[config.mk]
export PLATFORM = sky130hd
export DESIGN_NAME = cdps_ctrl
export DESIGN_NICKNAME = d
export VERILOG_FILES = /design/src/hw/rtl/cdps_pkg.sv /design/src/hw/rtl/cdps_ctrl.sv
export SDC_FILE = /design/constraint.sdc
export NUM_CORES = 1
export LEC_CHECK = 0
export ABC_AREA = 1
export BUFFER_PORTS_ARGS = -buffer_cell sky130_fd_sc_hd__buf_2
export CORE_AREA = 2 2 39 41
export DETAILED_ROUTE_END_ITERATION = 6
export DIE_AREA = 0 0 41 43
export GPL_ROUTABILITY_DRIVEN = 0
export PLACE_DENSITY = 0.38
export RECOVER_POWER = 50
export SLEW_MARGIN = 20
export SYNTH_ARGS = -nofsm -noshare
export SYNTH_HDL_FRONTEND = slang
export SYNTH_SLANG_ARGS = --single-unit
[constraint.sdc]
create_clock -name i_clk -period 1.5 [get_ports i_clk]
set_clock_uncertainty 0.1 [all_clocks]
set_input_delay 0.225 -clock i_clk [delete_from_list [all_inputs] [get_ports i_clk]]
set_output_delay 0.225 -clock i_clk [all_outputs]
set_load 0.01 [all_outputs]
[src/hw/rtl/cdps_pkg.sv]
// ----------------------------------------------------------------------------
// cdps_pkg: shared types for the CDP offset stack
// Datapath command and status structs.
// ----------------------------------------------------------------------------
package cdps_pkg;

    typedef struct packed {
        logic load_in;    // capture input item
        logic mem_rd;     // read accumulator entry
        logic div_start;  // start divide of read entry
        logic mem_wr;     // write accumulator entry
        logic out_load;   // load output register
    } t_cmd;

    typedef struct packed {
        logic div_done;
        logic emit;       // item yields a result
        logic out_busy;
    } t_status;

endpackage

[src/hw/rtl/cdps_ctrl.sv]
// ----------------------------------------------------------------------------
// cdps_ctrl: sequencer for the CDP offset stack
// Accept, read, divide and emit when the item yields a result, write back.
// ----------------------------------------------------------------------------
module cdps_ctrl (
    input  logic              i_clk,
    input  logic              i_rst_n,
    input  logic              i_valid,
    output logic              o_stall,
    output cdps_pkg::t_cmd    o_cmd,
    input  cdps_pkg::t_status i_sts
);
    typedef enum logic [2:0] {S_IDLE, S_RD, S_DIV, S_WAIT, S_OUT, S_WR} t_state;
    t_state r_state;

    assign o_stall = r_state != S_IDLE;

    always_comb begin
        o_cmd = '0;
        o_cmd.load_in   = r_state == S_IDLE && i_valid;
        o_cmd.mem_rd    = r_state == S_RD;
        o_cmd.div_start = r_state == S_DIV;
        o_cmd.out_load  = r_state == S_OUT && !i_sts.out_busy;
        o_cmd.mem_wr    = r_state == S_WR;
    end

    always_ff @(posedge i_clk) begin
        if (!i_rst_n) begin
            r_state <= S_IDLE;
        end else begin
            unique case (r_state)
                S_IDLE: if (i_valid) r_state <= S_RD;
                S_RD:   r_state <= i_sts.emit ? S_DIV : S_WR;
                S_DIV:  r_state <= S_WAIT;
                S_WAIT: if (i_sts.div_done) r_state <= S_OUT;
                S_OUT:  if (!i_sts.out_busy) r_state <= S_WR;
                S_WR:   r_state <= S_IDLE;
                default: r_state <= S_IDLE;
            endcase
        end
    end

    a_out_state: assert property (@(posedge i_clk) disable iff (!i_rst_n)
        o_cmd.out_load |-> r_state == S_OUT) else $error("out load outside OUT");
    a_div: assert property (@(posedge i_clk) disable iff (!i_rst_n)
        o_cmd.div_start |=> r_state == S_WAIT) else $error("divider not awaited");
    a_acc: assert property (@(posedge i_clk) disable iff (!i_rst_n)
        o_cmd.load_in |=> r_state == S_RD) else $error("accept lost");
endmodule

; ---- Word-level counts from Yosys, hierarchy flattened
; Cells that the tools add are included.
[totals]
reg_bits = 3
latch_bits = 0
ram_bits = 0
romBits = 0
input_bits = 6
output_inout_bits = 6
elab_cells = 20
mem_count = 0
[classes]
addsub = 0
n_mul = 0
div = 0
order_cmp = 0
eq_ne = 8
shifts = 0
muxes = 5
n_bitwise = 0
n_reduce_logical = 6
[op_table]
columns = cell, n
row1 = one-hot mux 3 bit (5 select lines), 1
row2 = two-way mux 3 bit, 4
row3 = "equality test 3 x 2 -> 1 bit, second input constant", 2
row4 = "equality test 3 bit, second input constant", 2
row5 = "!= test 2 bit, second input constant", 3
row6 = "equality test 3 x 1 -> 1 bit, second input constant", 1
row7 = zero test 3 bit, 1
row8 = AND reduction 3 bit, 1
row9 = nonzero test 3 bit, 1
row10 = logical AND 1 bit, 2
row11 = zero test 1 bit, 1

; ---- Depth between registers and ports, before layout
[depth]
word_depth = 3
depth_mapped = 8
depth_no_buf = 8

; ---- Worst setup path before layout
; No wires, ideal clock.
[synth_timing]
path_kind = register -> output
startpoint = reg r_state[1]
endpoint = out o_cmd[4] (netlist bit)
arrival_time_ns = 0.823
required_time_ns = 1.175
slack_ns = 0.352
stages_incl_launch_ff = 4
n_path_buf = 0
cell_sequence = dfxtp_1 nor2_2 nand2_1 nor2_1
[synth_lines]
columns = element, line
row1 = start: declaration, cdps_ctrl.sv:14  ; t_state r_state;
row2 = start signal: assignment, cdps_ctrl.sv:33  ; S_RD: r_state <= i_sts.emit ? S_DIV : S_WR;
row3 = end: declaration, cdps_ctrl.sv:10  ; output cdps_pkg::t_cmd o_cmd,

==> reports/metrics.json <==
{
  "worst_setup_path": {
    "timing.critical_path.from_type": "flop",
    "critPathCaptureType": "output port",
    "worst_path_dominant_cell_family": "simple AND/OR/NAND/NOR gates",
    "crit_chain": "nor2_2 > nand2_1 > nor2_1 > buf_2",
    "worst_ep_required_time_ns": 1.17,
    "worstPathMaxFanout": 6,
    "reg_to_reg_slack_setup_ns": 0.32,
    "r2r_end": "r_state[0]",
    "reg2reg_from": "r_state[1]",
    "cp_data_arrival_time_ns": 1.09,
    "worst_path_largest_cell_delay_ns": 0.35,
    "r2r_cells": 7,
    "critical_path.n_buffers_inverters": 1,
    "crit_path_top_delay_cell": "sky130_fd_sc_hd__dfxtp_1",
    "criticalPathCategory": "flop to output port"
  },
  "cts": {
    "clock_tree_from_tritoncts": "done",
    "cts_buffers": 3,
    "clk_pin_slew_worst_paths_ns": 0.03,
    "cts.path.max_buffers": 2,
    "cts_root_buf": "sky130_fd_sc_hd__clkbuf_4",
    "sinks_on_clock_net": 3,
    "hold_buffers": 0,
    "cts_max_level": 1,
    "clkLatencyLatePin_ns": 0.24
  },
  "final_layout": {
    "synthToLayoutAreaGrowth_pct": 38.3,
    "sequential_area_um2": 60.1,
    "regMostFlops": "r_state",
    "multiInputGateArea_um2": 145,
    "regs_by_ff_count": "r_state (3)",
    "layoutNonFillerInstCount": 76,
    "drive_above_1_share": 0.317,
    "largest_reg_flops": 3,
    "layout.nets": 67,
    "fillerInstances": 168,
    "layout.core_utilization": 0.251,
    "antenna_cells_inserted": 0,
    "most-common-layout-cells": "sky130_fd_sc_hd__nand2_1 (11), sky130_fd_sc_hd__buf_2 (11), sky130_fd_sc_hd__inv_1 (9), sky130_fd_sc_hd__nor2_1 (6), sky130_fd_sc_hd__nand3_1 (5)"
  },
  "global_route": {
    "combined_global_route_utilization_of_all_metal_layers": 0.0752,
    "grt_pass1_wl_um": 807,
    "via_count_of_the_first_global_routing_pass": 221,
    "grt_antenna_before_repair": 0,
    "grt_max_degree": 7,
    "grt_remaining_overflow": 0
  },
  "detailed_routing": {
    "dr_total_vias": 293,
    "post_drt_wl_per_cell_um": 7.54,
    "ant_nets": 0,
    "firstDrtPassIters": 3,
    "postRouteWirelength_um": 573,
    "drt_iter0_drc": 7,
    "post-route-drc-count": 0,
    "via_per_inst": 3.86
  },
  "yosys": {
    "synth_seq_cells": 3,
    "mux_share_of_post_synthesis_cell_area": 0,
    "synth_top_family_by_area": "simple AND/OR/NAND/NOR gates",
    "synthAdderAreaFrac": 0,
    "synth_cells": 45,
    "synth_cell_types": 14,
    "syn-num-nets": 51,
    "syn-cell-area_um2": 251,
    "synth_simple_gate_area_frac": 0.537,
    "synth-compound-area-share": 0.0597,
    "avgSynthCellArea_um2": 5.59,
    "yosysWarningCount": 0,
    "seq_area_frac_synth": 0.239,
    "post_synth_xor_area_fraction": 0
  },
  "floorplanning": {
    "core-area_um2": 1380,
    "initial_utilization": 0.182,
    "design.portCount": 12,
    "die_w_um": 41,
    "rows": 14,
    "die_height_um": 43,
    "die_area_um2": 1760
  },
  "min_path": {
    "holdCritPathClass": "primary input to flop",
    "hold_path.startpoint": "i_rst_n",
    "holdPathEnd": "r_state[1]",
    "whs_path_depth": 3
  },
  "timing": {
    "final-hold-violation-count": 0,
    "grt_setup_unrepaired": "true",
    "min_period_ns": 1.41,
    "timing.max_slew.rel_slack": 0.857,
    "final-setup-viol-count": 0,
    "whs_ns": 0.122,
    "fmax_mhz": 708,
    "setup_total_negative_slack_ns": 0,
    "finalMaxSlewViolations": 0,
    "final.period_utilization": 0.941,
    "timing_worst_slew_pin_value_ns": 0.214
  },
  "power_and_ir_drop": {
    "power.ir.vdd_worst_uv": 410,
    "leakage_component_of_the_power_nw": 0.231,
    "fin_total_pwr_w": 0.000683,
    "cellPowerDensity_nw_per_um2": 1960
  },
  "placed_design": {
    "place.detailed.hpwl_um": 463,
    "place.port_buffers": 11,
    "placed_cells": 72
  },
  "flow_run": {
    "max_cap_viol_count": 0
  },
  "outcome": {
    "outcome": "complete, no violations"
  }
}
==> stage by stage <==
step           worst slack, ns  cell area [µm²]
2_1_floorplan            0.352              251
3_3_place_gp             0.308              327
3_5_place_dp             0.320              327
4_1_cts                 0.0702              353
5_1_grt               -0.00129              348
6_report                0.0881              348
==> where the power goes <==
group	switching [W]	internal (W)	leakage, nW	total (W)
logic	0.000232	0.000146	0.191	0.000379
clock network	0.0000473	0.000100	0.0150	0.000147
registers	0.0000435	0.000114	0.0248	0.000157
==> tightest hold or removal path: stages <==
cell,delay (ns)
sky130_fd_sc_hd__buf_2,0.10
sky130_fd_sc_hd__o21ai_1,0.06
sky130_fd_sc_hd__inv_1,0.04
==> cell usage after synthesis <==
cell type                  number  area (µm²)
sky130_fd_sc_hd__nor3_1         1        5.00
sky130_fd_sc_hd__dfxtp_1        3        60.1
sky130_fd_sc_hd__inv_2          2        7.51
sky130_fd_sc_hd__o21ai_1        2        10.0
sky130_fd_sc_hd__o21ai_0        1        5.00
sky130_fd_sc_hd__nand2_1       10        37.5
sky130_fd_sc_hd__clkinv_1       1        3.75
sky130_fd_sc_hd__nor2_2         4        25.0
sky130_fd_sc_hd__nand2_2        1        6.26
sky130_fd_sc_hd__nand3b_1       1        7.51
sky130_fd_sc_hd__nor2_1         5        18.8
sky130_fd_sc_hd__nand3_1        5        25.0
sky130_fd_sc_hd__nand3_2        1        10.0
sky130_fd_sc_hd__inv_1          8        30.0
==> logic make-up (layout without fill, tap and decap cells) <==
| logic type | count (synthesis) | after routing |
|---|---|---|
| AOI/OAI and AO/OA | 3 | 3 |
| buffers and inverters | 11 | 26 |
| DFF | 3 | 3 |
| and+or+nand+nor | 28 | 28 |
==> worst max-delay path by stage <==
stage                          start          to  depth (start not counted)
after detailed placement  r_state[1]    o_cmd[0]                          4
final                     r_state[1]    o_cmd[0]                          4
after global placement    r_state[1]  r_state[0]                          7
after floorplan           r_state[1]    o_cmd[4]                          3
after global routing      r_state[1]    o_cmd[0]                          4
after CTS                 r_state[1]    o_cmd[0]                          4
==> metal layers <==
layer  GRT usage  routed length (µm)  vias up  share of wire
met3      0.0314                  51        2          0.089
met5           0                   0        -              0
met4       0.100                  15        0          0.026
li1            -                   -      165              -
met1      0.0833                 270      116           0.47
met2      0.0875                 235       10           0.41
==> what timing repair did <==
item | in CTS | in global routing
resized for setup | 0 | 0
setup buffers | 0 | 0
endpoints found under the setup margin | 0 | 1
==> layout make-up <==
class	instances	share of cell area
inverter	11	0.119
timing repair buffer	11	0.158
clock buffer	4	0.0755
multi-input combinational	31	0.417
sequential	3	0.173
tap	16	0.0576
Note: power is estimated with default switching activity, not from simulation.
